===== config.mk =====
export PLATFORM = sky130hd
export DESIGN_NAME = multi_channel_programmable_timer
export DESIGN_NICKNAME = d
export VERILOG_FILES = /design/src/ptmr_pkg.sv /design/src/ptmr_chan.sv /design/src/multi_channel_programmable_timer.sv
export SDC_FILE = /design/constraint.sdc
export NUM_CORES = 2
export LEC_CHECK = 0
export ABC_AREA = 0
export BUFFER_PORTS_ARGS = -buffer_cell sky130_fd_sc_hd__buf_2
export CORE_ASPECT_RATIO = 1.4
export CORE_MARGIN = 2
export CORE_UTILIZATION = 45
export CTS_BUF_LIST = sky130_fd_sc_hd__clkbuf_8
export DETAILED_ROUTE_END_ITERATION = 12
export GPL_TIMING_DRIVEN = 0
export MAX_ROUTING_LAYER = met4
export PLACE_DENSITY = 0.62
export SLEW_MARGIN = 20
export SYNTH_ARGS = -nofsm -noshare
export SYNTH_HDL_FRONTEND = slang
export SYNTH_SLANG_ARGS = --single-unit

===== constraint.sdc =====
create_clock -name clk_i -period 7.17 [get_ports clk_i]
set_clock_uncertainty 0.05 [all_clocks]
set_input_delay 1.434 -clock clk_i [delete_from_list [all_inputs] [get_ports clk_i]]
set_output_delay 1.434 -clock clk_i [all_outputs]
set_load 0.005 [all_outputs]

===== src/ptmr_pkg.sv =====
// ----------------------------------------------------------------------------
// ptmr_pkg: shared types and constants of the programmable interval timer
// Request codes, register offsets, control word layout, ident words and the
// per-channel control struct.
// ----------------------------------------------------------------------------
package ptmr_pkg;

  typedef enum logic [1:0] {
    REQ_READ  = 2'd0,
    REQ_WRITE = 2'd1,
    REQ_TICK  = 2'd2,
    REQ_NOP   = 2'd3
  } req_e;

  // word offsets
  localparam logic [3:0] OffIdentLast = 4'd5;
  localparam logic [3:0] OffFreqLo    = 4'd6;
  localparam logic [3:0] OffFreqHi    = 4'd7;
  localparam logic [3:0] OffPeriodLo  = 4'd8;
  localparam logic [3:0] OffPeriodHi  = 4'd9;
  localparam logic [3:0] OffControl   = 4'd10;
  localparam logic [3:0] OffPending   = 4'd11;

  // control word layout
  localparam int unsigned SelLsb   = 6;
  localparam int unsigned SelBits  = 4;
  localparam int unsigned PerShift = 10;
  localparam int unsigned MaxChan  = 6;

  // name length followed by the device name, high byte first
  localparam logic [15:0] IdentWords [6] = '{
    16'h0009, 16'h5052, 16'h4F47, 16'h5449, 16'h4D45, 16'h5200
  };

  typedef struct packed {
    logic tick;      // held request beat is a tick
    logic arm;       // enable bit toggled by a control write
    logic wr_lo;     // period low word write to this channel
    logic wr_hi;     // period high word write to this channel
    logic enabled;
    logic periodic;
  } chan_ctl_t;

endpackage


===== src/ptmr_chan.sv =====
// ----------------------------------------------------------------------------
// ptmr_chan: one timer channel
// Holds period and deadline, tests the deadline against the tick interval
// and re-arms on a hit when periodic or on an enable toggle.
// ----------------------------------------------------------------------------
module ptmr_chan (
  input  logic                clk_i,
  input  logic                rst_ni,
  input  logic                exec_i,
  input  ptmr_pkg::chan_ctl_t ctl_i,
  input  logic [15:0]         wdata_i,
  input  logic [63:0]         now_i,
  input  logic [63:0]         now_new_i,
  output logic [31:0]         period_o,
  output logic                fired_o
);
  import ptmr_pkg::*;

  logic [31:0] period_q, period_d;
  logic [63:0] deadline_q, deadline_d;
  logic        hit;

  // interval (now, now_new]; no hit when the time wraps within the tick
  assign hit = ctl_i.tick && ctl_i.enabled &&
               (deadline_q > now_i) && (deadline_q <= now_new_i);

  always_comb begin
    period_d   = period_q;
    deadline_d = deadline_q;
    if (exec_i) begin
      if (ctl_i.wr_lo) begin
        period_d[15:0] = wdata_i;
      end
      if (ctl_i.wr_hi) begin
        period_d[31:16] = wdata_i;
      end
      if (ctl_i.arm) begin
        deadline_d = now_i + {32'd0, period_q};
      end else if (hit && ctl_i.periodic) begin
        deadline_d = now_new_i + {32'd0, period_q};
      end
    end
  end

  always_ff @(posedge clk_i or negedge rst_ni) begin
    if (!rst_ni) begin
      period_q   <= '0;
      deadline_q <= '0;
    end else begin
      period_q   <= period_d;
      deadline_q <= deadline_d;
    end
  end

  assign period_o = period_q;
  assign fired_o  = exec_i && hit;

endmodule


===== src/multi_channel_programmable_timer.sv =====
// ----------------------------------------------------------------------------
// multi_channel_programmable_timer: register-mapped multi-channel timer
// Bus reads/writes of twelve word registers and time ticks, one result beat
// per request beat.
// ----------------------------------------------------------------------------
// channel   dir  tdata (low bit up)                              tuser
// s_axis    in   offset[3:0] write_data[19:4] delta_ns[43:20]    req_type[1:0]
// m_axis    out  read_data[15:0] irq_pulse[19:16]                -
//
// One beat per cycle while the result side does not stall; a result passes
// through the input register, then one execute step into the result reg.
// All channels are compared against the tick interval in parallel.
// Reset clears time, control, pending bitmap, periods and deadlines.
// A stalled result holds; the input register keeps one more beat behind it.
// ----------------------------------------------------------------------------
module multi_channel_programmable_timer #(
  parameter int unsigned NUM_TIMERS = 6,
  parameter int unsigned FREQ_HZ    = 1000000
) (
  input  logic        clk_i,
  input  logic        rst_ni,
  input  logic        s_axis_tvalid_i,
  output logic        s_axis_tready_o,
  input  logic [47:0] s_axis_tdata_i,   // offset, write_data, delta_ns
  input  logic [1:0]  s_axis_tuser_i,   // req_type
  output logic        m_axis_tvalid_o,
  input  logic        m_axis_tready_i,
  output logic [23:0] m_axis_tdata_o    // read_data, irq_pulse
);
  import ptmr_pkg::*;

  localparam logic [31:0] FreqWord = 32'(FREQ_HZ);

  // input register
  logic        in_valid_q, in_valid_d;
  req_e        in_req_q;
  logic [3:0]  in_off_q;
  logic [15:0] in_wdata_q;
  logic [23:0] in_delta_q;

  // result register
  logic        out_valid_q, out_valid_d;
  logic [15:0] out_rdata_q, out_rdata_d;
  logic [3:0]  out_irq_q, out_irq_d;

  // architectural state
  logic [63:0] now_q, now_d, now_new;
  logic [15:0] ctrl_q, ctrl_d;
  logic [15:0] pend_q, pend_d;

  logic                exec, s_fire;
  logic                is_wr, is_tick, sel_ok;
  logic [SelBits-1:0]  sel;
  logic [31:0]         sel_period;
  logic [31:0]         period_w [NUM_TIMERS];
  logic [NUM_TIMERS-1:0] fired;
  chan_ctl_t           ctl [NUM_TIMERS];
  logic                any_hi;
  logic [3:0]          hi_bits;

  assign exec            = in_valid_q && (!out_valid_q || m_axis_tready_i);
  assign s_axis_tready_o = !in_valid_q || exec;
  assign s_fire          = s_axis_tvalid_i && s_axis_tready_o;

  assign is_wr   = (in_req_q == REQ_WRITE);
  assign is_tick = (in_req_q == REQ_TICK);
  assign sel     = ctrl_q[SelLsb +: SelBits];
  assign sel_ok  = ({28'd0, sel} < 32'(NUM_TIMERS));
  assign now_new = now_q + {40'd0, in_delta_q};

  always_comb begin
    sel_period = '0;
    for (int i = 0; i < NUM_TIMERS; i++) begin
      if ({28'd0, sel} == 32'(i)) begin
        sel_period = period_w[i];
      end
    end
  end

  for (genvar g = 0; g < NUM_TIMERS; g++) begin : g_chan
    assign ctl[g] = '{
      tick:     is_tick,
      arm:      is_wr && (in_off_q == OffControl) && (ctrl_q[g] ^ in_wdata_q[g]),
      wr_lo:    is_wr && (in_off_q == OffPeriodLo) && sel_ok && ({28'd0, sel} == 32'(g)),
      wr_hi:    is_wr && (in_off_q == OffPeriodHi) && sel_ok && ({28'd0, sel} == 32'(g)),
      enabled:  ctrl_q[g],
      periodic: ctrl_q[PerShift + g]
    };

    ptmr_chan u_chan (
      .clk_i     (clk_i),
      .rst_ni    (rst_ni),
      .exec_i    (exec),
      .ctl_i     (ctl[g]),
      .wdata_i   (in_wdata_q),
      .now_i     (now_q),
      .now_new_i (now_new),
      .period_o  (period_w[g]),
      .fired_o   (fired[g])
    );
  end

  // channels 2 and up report through the pending bitmap and irq bit 3
  always_comb begin
    any_hi  = 1'b0;
    hi_bits = '0;
    for (int i = 2; i < NUM_TIMERS; i++) begin
      any_hi         = any_hi | fired[i];
      hi_bits[i - 2] = fired[i];
    end
  end

  // read mux
  always_comb begin
    out_rdata_d = '0;
    if (in_req_q == REQ_READ) begin
      if (in_off_q <= OffIdentLast) begin
        out_rdata_d = IdentWords[in_off_q[2:0]];
      end else begin
        case (in_off_q)
          OffFreqLo:   out_rdata_d = FreqWord[15:0];
          OffFreqHi:   out_rdata_d = FreqWord[31:16];
          OffPeriodLo: out_rdata_d = sel_ok ? sel_period[15:0] : 16'd0;
          OffPeriodHi: out_rdata_d = sel_ok ? sel_period[31:16] : 16'd0;
          OffControl:  out_rdata_d = ctrl_q;
          OffPending:  out_rdata_d = pend_q;
          default:     out_rdata_d = '0;
        endcase
      end
    end
  end

  always_comb begin
    out_irq_d = '0;
    if (is_tick) begin
      out_irq_d[0] = fired[0];
      out_irq_d[1] = fired[1];
      out_irq_d[3] = any_hi;
    end
  end

  always_comb begin
    now_d  = now_q;
    ctrl_d = ctrl_q;
    pend_d = pend_q;
    if (exec) begin
      unique case (in_req_q)
        REQ_WRITE: begin
          if (in_off_q == OffControl) begin
            ctrl_d = in_wdata_q;
          end
          if (in_off_q == OffPending) begin
            pend_d = in_wdata_q;
          end
        end
        REQ_TICK: begin
          now_d  = now_new;
          pend_d = pend_q | {12'd0, hi_bits};
        end
        REQ_READ, REQ_NOP: begin
        end
      endcase
    end
  end

  always_comb begin
    in_valid_d = in_valid_q;
    if (s_fire) begin
      in_valid_d = 1'b1;
    end else if (exec) begin
      in_valid_d = 1'b0;
    end
    out_valid_d = out_valid_q;
    if (exec) begin
      out_valid_d = 1'b1;
    end else if (m_axis_tready_i) begin
      out_valid_d = 1'b0;
    end
  end

  always_ff @(posedge clk_i or negedge rst_ni) begin
    if (!rst_ni) begin
      in_valid_q  <= 1'b0;
      out_valid_q <= 1'b0;
      now_q       <= '0;
      ctrl_q      <= '0;
      pend_q      <= '0;
    end else begin
      in_valid_q  <= in_valid_d;
      out_valid_q <= out_valid_d;
      now_q       <= now_d;
      ctrl_q      <= ctrl_d;
      pend_q      <= pend_d;
    end
  end

  always_ff @(posedge clk_i) begin
    if (s_fire) begin
      in_req_q   <= req_e'(s_axis_tuser_i);
      in_off_q   <= s_axis_tdata_i[3:0];
      in_wdata_q <= s_axis_tdata_i[19:4];
      in_delta_q <= s_axis_tdata_i[43:20];
    end
    if (exec) begin
      out_rdata_q <= out_rdata_d;
      out_irq_q   <= out_irq_d;
    end
  end

  assign m_axis_tvalid_o = out_valid_q;
  assign m_axis_tdata_o  = {4'd0, out_irq_q, out_rdata_q};

  // ready only drops while a beat waits behind a stalled result
  a_ready_stall: assert property (@(posedge clk_i) disable iff (!rst_ni)
    !s_axis_tready_o |-> (in_valid_q && out_valid_q && !m_axis_tready_i))
    else $error("input stalled without a stalled result");

  a_rd_zero: assert property (@(posedge clk_i) disable iff (!rst_ni)
    (exec && in_req_q != REQ_READ) |=> (out_rdata_q == 16'd0))
    else $error("nonzero read_data on a non-read beat");

  a_irq_tick: assert property (@(posedge clk_i) disable iff (!rst_ni)
    (exec && in_req_q != REQ_TICK) |=> (out_irq_q == 4'd0))
    else $error("irq_pulse set on a non-tick beat");

  a_now_hold: assert property (@(posedge clk_i) disable iff (!rst_ni)
    !(exec && in_req_q == REQ_TICK) |=> $stable(now_q))
    else $error("time moved without a tick");

endmodule


# --- Word level (Yosys, flattened, before mapping) ---
# Memories as Yosys holds them, arrays and structs flattened.
# Cells that the tools add are included.
classes:
  add_sub_neg: 13
  order_cmp: 15
  n_eq_ne: 14
  n_mux: 30
  n_bitwise: 11
  reduce_logical: 91
op_table:
  columns: ["operator", "count"]
  rows:
  - ["$add A64 B32 Y64", 12]
  - ["$mux W64", 12]
  - ["$gt A64 B64 Y1", 6]
  - ["$le A64 B64 Y1", 6]
  - ["$mux W32", 6]
  - ["$mux W16", 6]
  - ["$pmux W16 S6", 1]
  - ["$add A64 B24 Y64", 1]
  - ["$logic_and A1 B1 Y1", 55]
  - ["$reduce_and A2 Y1", 19]
  - ["$pmux W16 S2", 1]
  - ["$reduce_bool A2 Y1", 9]
  - ["$eq A4 B3 Y1 const B", 4]
  - ["$eq A4 B4 Y1 const B", 4]
  - ["$or A16 B4 Y16", 1]
  - ["$eq A4 B2 Y1 const B", 2]
  - ["$reduce_and A3 Y1", 2]
  - ["$xor A1 B1 Y1", 6]
  - ["$eq A4 B1 Y1 const B", 1]
  - ["$ge A4 B4 Y1 const B", 1]
  - ["$le A4 B3 Y1 const B", 1]
  - ["$logic_not A4 Y1", 1]
  - ["$lt A4 B3 Y1 const B", 1]
  - ["$mux W1", 4]
  - ["other kinds (8)", 12]
word_totals:
  register_bits: 739
  rom_bits: 128
  inputBits: 54
  output_inout_bits: 26
  wordCells: 204
  memories: 1
mem_list:
  columns: ["memory", "words", "width", "read_ports", "rd_ports_with_merged_regs", "write_ports", "line_no", "text"]
  rows:
  - ["(name not given)", 8, 16, 1, 0, 0, "multi_channel_programmable_timer.sv:118", "out_rdata_d = IdentWords[in_off_q[2:0]];"]

# --- Depth between registers and ports, before layout ---
depth:
  depth_word: 10
  ltp_mapped: 30
  depth_no_buf: 28

# --- By module ---
# From an unflattened synthesis, not the netlist that was laid out.
hier_totals:
  hier_cells: 7979
  hier_area_um2: 71516.1
modules_own_cells:
  columns: ["mod", "instances", "cells_per_inst", "area_per_inst_um2", "seq_area_each_um2"]
  rows:
  - ["ptmr_chan (g_chan[0].u_chan ...)", 3, 1137, 10166.0, 2402.3]
  - ["ptmr_chan (g_chan[2].u_chan)", 1, 1172, 10476.3, 2402.3]
  - ["multi_channel_programmable_timer", 1, 1094, 10402.5, 4404.2]
  - ["ptmr_chan (g_chan[1].u_chan)", 1, 1152, 10207.3, 2402.3]
  - ["ptmr_chan (g_chan[5].u_chan)", 1, 1150, 9932.0, 2402.3]

# --- Worst setup path after synthesis ---
# No wires, ideal clock.
synth_path:
  kind: "register to register"
  startpoint: "register now_q[0]"
  endpoint: "register g_chan[2].u_chan.deadline_q[53]"
  t_arrival_ns: 6.889
  path_slack_ns: 0.110
  path_stages_with_launch: 30
  path_buffers: 5
  period_less_slack_ns: 7.060
  path_cell_list: "dfrtp_1 > ha_1 > inv_1 > fa_1 > nand2b_1 > a21oi_1 > a211oi_2 > o31a_1 > buf_4 > buf_2 > clkbuf_1 > nand2_1 > a31oi_1 > o21ai_0 > xnor2_1 > o21ai_0 > ha_1 > clkbuf_1 > and3_1 > nand4_1 > a2111oi_0 > a2111oi_0 > a31oi_1 > a221o_1 > nand2_1 > or4_1 > clkbuf_1 > nor2_1 > or4b_1 > o211a_1"
synth_via:
  elab_chain_cells: 6
  word_cells_on_any_way: 12
  cone_classes: "add/sub: 3; order compare: 2; mux: 2; reduce/logical: 5"
synth_lines:
  columns: ["item", "line_no", "text"]
  rows:
  - ["start, declared", "multi_channel_programmable_timer.sv:47", "logic [63:0] now_q, now_d, now_new;"]
  - ["start signal, assigned", "multi_channel_programmable_timer.sv:191", "now_q <= now_d;"]
  - ["$add A64 B24 Y64 or $gt A64 B64 Y1 (tied branches)", "multi_channel_programmable_timer.sv:69, ptmr_chan.sv:25", null]
  - ["$le A64 B64 Y1 or $logic_and A1 B1 Y1 (tied branches)", "ptmr_chan.sv:25, ptmr_chan.sv:24", null]
  - ["$logic_and A1 B1 Y1", "ptmr_chan.sv:25", "(deadline_q > now_i) && (deadline_q <= now_new_i);"]
  - ["$logic_and A1 B1 Y1", "ptmr_chan.sv:39", "end else if (hit && ctl_i.periodic) begin"]
  - ["$reduce_bool A2 Y1 (no source line)", null, null]
  - ["$reduce_and A2 Y1 (no source line)", null, null]
  - ["end signal, assigned", "ptmr_chan.sv:51", "deadline_q <= deadline_d;"]
  - ["end, declared", "ptmr_chan.sv:20", "logic [63:0] deadline_q, deadline_d;"]
# Parallel ways exist; a longest one is shown, timed or not. The select of a mux whose other input is x is not followed.
# A chain may end at the register's enable or synchronous reset.

# --- Final worst setup path ---
layout_path:
  startpoint: "register now_q[46]"
  endpoint: "register g_chan[1].u_chan.deadline_q[43]"
layout_via:
  elab_chain_cells: 6
  word_cells_on_any_way: 8
  cone_classes: "add/sub: 1; order compare: 2; reduce/logical: 5"
layout_lines:
  columns: ["item", "line_no"]
  rows:
  - ["$add A64 B24 Y64 or $gt A64 B64 Y1 (tied branches)", "multi_channel_programmable_timer.sv:69, ptmr_chan.sv:25"]
  - ["$le A64 B64 Y1 or $logic_and A1 B1 Y1 (tied branches)", "ptmr_chan.sv:25, ptmr_chan.sv:24"]
  - ["$logic_and A1 B1 Y1 (*)", "ptmr_chan.sv:25"]
  - ["$logic_and A1 B1 Y1 (*)", "ptmr_chan.sv:39"]
  - ["$reduce_bool A2 Y1 (no source line) (*)", null]
  - ["$reduce_and A2 Y1 (no source line) (*)", null]
  - ["end signal, assigned", "ptmr_chan.sv:51"]
  - ["end, declared", "ptmr_chan.sv:20"]
# Every way passes the cells marked *; elsewhere a longest branch is shown, timed or not.

==> impl_metrics.csv <==
group,metric,value,unit
cells_and_area,fin_util,54.87,%
synthesis,postSynthCellCount,7741,
die,pin_count,80,
clocking,cts_buffers,138,
drt,routedWlPerCell,40.63,um
synthesis,syn_area_per_cell,8.962,um^2
power_and_ir_drop,power.internal,0.01219,W
clocking,insertion_delay,1.02,ns
synthesis,synth_commonest_cells,"ha_1 (985), dfrtp_1 (674), nand2_1 (638)",
setup_path,cp-start-kind,"flop",
drt,drcViolationCount,0,
clocking,cts_hold_buf,0,
clocking,clockBufferDepth,3,
synthesis,synth_area_leaders,"dfrtp_1 (24%), ha_1 (18%), mux2_2 (7.7%), xnor2_1 (6.4%), a21o_1 (4.0%)",
cells_and_area,drive_gt1_share,22.12,%
drt,totalWireLength,424.6,mm
global_routing,gr-total-overflow,0,
power_and_ir_drop,p_sw,0.01182,W
drt,ant_nets,0,
setup_path,required,7.99,ns
synthesis,ys_seq_area_share,27.13,%
synthesis,synthMuxAreaShare,9.101,%
clocking,clkTransAtPathRegs,0.06,ns
power_and_ir_drop,irDropWorstVdd,0.0002600,V
setup_path,worst_path_largest_cell_delay,0.81,ns
sta,hold_viol,0,
run_status,failed_checks,"setup timing",
die,core,0.1531,mm^2
placement,placed_area,0.07410,mm^2
sta,rsz0062_at_grt,"true",
power_and_ir_drop,finalPower,0.02401,W
setup_path,critPathSlowestCell,"nand2_1",
setup_path,cp_num_buf_inv,5,
die,fp.dieH,468.6,um
setup_path,critPathArrivalTime,8.28,ns
placement,io_buffer_count,70,
sta,drv_slew,0,
sta,period_share,104.1,%
job,maxCapViolCount,0,
power_and_ir_drop,pwr-share-clk,19.9,%
setup_path,end_kind,"flop",
synthesis,synth_area,0.06937,mm^2
setup_path,cp_top_family,"simple AND/OR/NAND/NOR gates",
clocking,root_buffer,"clkbuf_8",
die,initial_core_util,45.30,%
global_routing,track_usage,56.01,%
power_and_ir_drop,comb_power_share,57.8,%
synthesis,ys_seq_elements,739,
sta,hold_ws,0.4158,ns
setup_path,worstSetupPathType,"flop to flop",
drt,firstDrtPassIters,9,
sta,tightest_slew,1.410,ns
sta,min_period,7.463,ns
die,die_w,335.8,um
synthesis,yosys.area_share.xor_xnor,7.902,%
synthesis,synth_compound_area_share,19.55,%
global_routing,grt_pass1_wl,594.1,mm
cells_and_area,fillerInstances,14100,
global_routing,grt_pass1_vias,72580,
sta,fin_setup_tns,-17.60,ns
synthesis,synth_top_cell_by_area,"dfrtp_1",
cells_and_area,design_area,0.08404,mm^2
power_and_ir_drop,p_per_area,285.7,mW/mm^2
synthesis,synth_top_family_by_area,"compound AO/OA/AOI/OAI gates",
sta,max_freq,134.0,MHz
clocking,cts.htree.levels,4,
cells_and_area,syn2layout_area_growth,21.14,%
placement,routabilityCongestion,1.118,
drt,via_per_inst,7.037,
synthesis,yosys_warnings,0,
cells_and_area,final_nets,9362,
setup_path,path_max_fanout,14,
synthesis,synthSimpleGateAreaFrac,15.20,%
run_status,status,"finished, violations left",
drt,vias,73540,
die,row_count,170,
synthesis,synth_edf_count,65,
global_routing,antenna_found_initial,38,
sta,layout_setup_ws,-0.2927,ns
clocking,clock_sinks,739,
global_routing,grt_max_degree,94,
placement,dpl.hpwl,329.1,mm
sta,setup_violations,132,
setup_path,crit_path_frequent_cell,"clkbuf_16",
synthesis,yosys.area_share.adder,18.04,%
power_and_ir_drop,power_leakage,39.69,nW
power_and_ir_drop,seqPwrFrac,22.3,%
die,die_area,0.1574,mm^2
synthesis,synth.distinct_cells,111,
synthesis,synth_top_area_share,24.31,%
synthesis,synth-async-reset-ratio,91.20,%
min_path,hp-class,"primary input to asynchronous set/reset pin",
synthesis,synth_ff_type,"dfrtp_1",
synthesis,post-synth-top-count-cell,"ha_1",
sta,slew_headroom,5.998,%
drt,drtIter0Drc,8496,
power_and_ir_drop,p_sw_share,49.22,%
clocking,tritoncts,"built",
setup_path,crit_chain,"clkbuf_2, inv_2, ha_1, nand4_1, nor4_1, nand2_1, or3_4, o221ai_1, a31oi_2, a21o_1, o32ai_2, buf_6, clkbuf_16, clkbuf_16, mux2_2",
final timing paths:
| check | depth (start not counted) | slack (ns) | start | end |
|---|---|---|---|---|
| setup / recovery | 15 | -0.29 | now_q[46] | g_chan[1].u_chan.deadline_q[43] |
| hold / removal | 1 | 0.42 | rst_ni | g_chan[0].u_chan.period_o[3] |
| setup reg to reg | 15 | -0.29 | now_q[46] | g_chan[1].u_chan.deadline_q[43] |
| hold reg to reg | 1 | 0.45 | pend_q[2] | pend_q[2] |
| max in group asynchronous | 4 | 4.79 | rst_ni | g_chan[4].u_chan.deadline_q[31] |
| min in group clk_i | 1 | 0.45 | pend_q[2] | pend_q[2] |
through the flow:
| stage | cells | worst slack, ns |
|---|---|---|
| 2_1_floorplan | 7745 | 0.1105 |
| 3_3_place_gp | 9793 | -10.85 |
| 3_5_place_dp | 9873 | -6.028 |
| 4_1_cts | 10310 | 0.001370 |
| 5_1_grt | 10440 | -0.1229 |
| 6_report | 10450 | -0.2927 |
state kept, by name (all words and copies together), names as in the netlist:
name	cells
out_irq_q	3
in_off_q	4
in_delta_q	24
in_wdata_q	16
ctrl_q	16
g_chan.u_chan.period_o	192
g_chan.u_chan.deadline_q	384
in_req_q	2
m_axis_tvalid_o	1
in_valid_q	1
now_q	64
pend_q	16
out_rdata_q	16
final cells by class:
| type | instances | area [um^2] | area share (%) |
|---|---|---|---|
| multi-input cells | 6475 | 52240 | 62.16 |
| diodes | 47 | 117.6 | 0.1400 |
| inverters | 163 | 644.4 | 0.7668 |
| clock inverters | 81 | 703.2 | 0.8367 |
| repair buffers | 474 | 4464 | 5.312 |
| clock buffers | 168 | 2312 | 2.751 |
| flip-flops and latches | 739 | 18830 | 22.40 |
| plain buffers | 325 | 2258 | 2.687 |
| well taps | 1978 | 2475 | 2.945 |
layer usage:
layer / part of all wire, % / global-route usage [%] / vias to the layer above
li1: - / - / 30070
met1: 32 / 53.80 / 35680
met2: 43 / 82.55 / 5008
met3: 9.7 / 19.75 / 2779
met4: 16 / 63.83 / 0
met5: 0 / - / -
what timing repair did:
action | in CTS | in global routing
gates cloned | 2 | 6
pin swaps | 130 | 95
gates resized for setup | 708 | 270
setup buffers | 215 | 97
setup endpoints to repair | 391 | 386
cell usage in the layout, fill, tap and decap left out, types with 174 or more instances in the layout:
cell / Yosys / routed
ha_1: 985 / 956
dfrtp_1: 674 / 669
nand2_1: 638 / 618
nor2_1: 554 / 513
o21ai_0: 549 / 509
a21oi_1: 530 / 491
mux2_2: 476 / 475
xnor2_1: 507 / 464
a21o_1: 366 / 365
buf_4: 10 / 308
nand4_1: 216 / 216
clkbuf_8: 0 / 184
inv_1: 142 / 174
cell families (layout without fill, tap and decap cells):
| logic type | count (synthesis) | in the layout |
|---|---|---|
| other cells | 1 | 52 |
| buf+inv | 531 | 1211 |
| xor+xnor | 619 | 619 |
| simple gates | 2177 | 2177 |
| flops | 739 | 739 |
| fa+ha+maj | 997 | 997 |
| compound gates | 2111 | 2111 |
| mux | 566 | 566 |
power by group through the flow:
stage	clock, W	sequential (W)	combinational, W
5_1_grt	0.00492	0.00536	0.0148
3_3_place_gp	0	0.00536	0.0112
4_1_cts	0.00475	0.00530	0.0127
3_5_place_dp	0	0.00537	0.0119
6_report	0.00478	0.00535	0.0139
2_1_floorplan	0	0.00506	0.00746
Note: power is estimated with default switching activity, not from simulation.
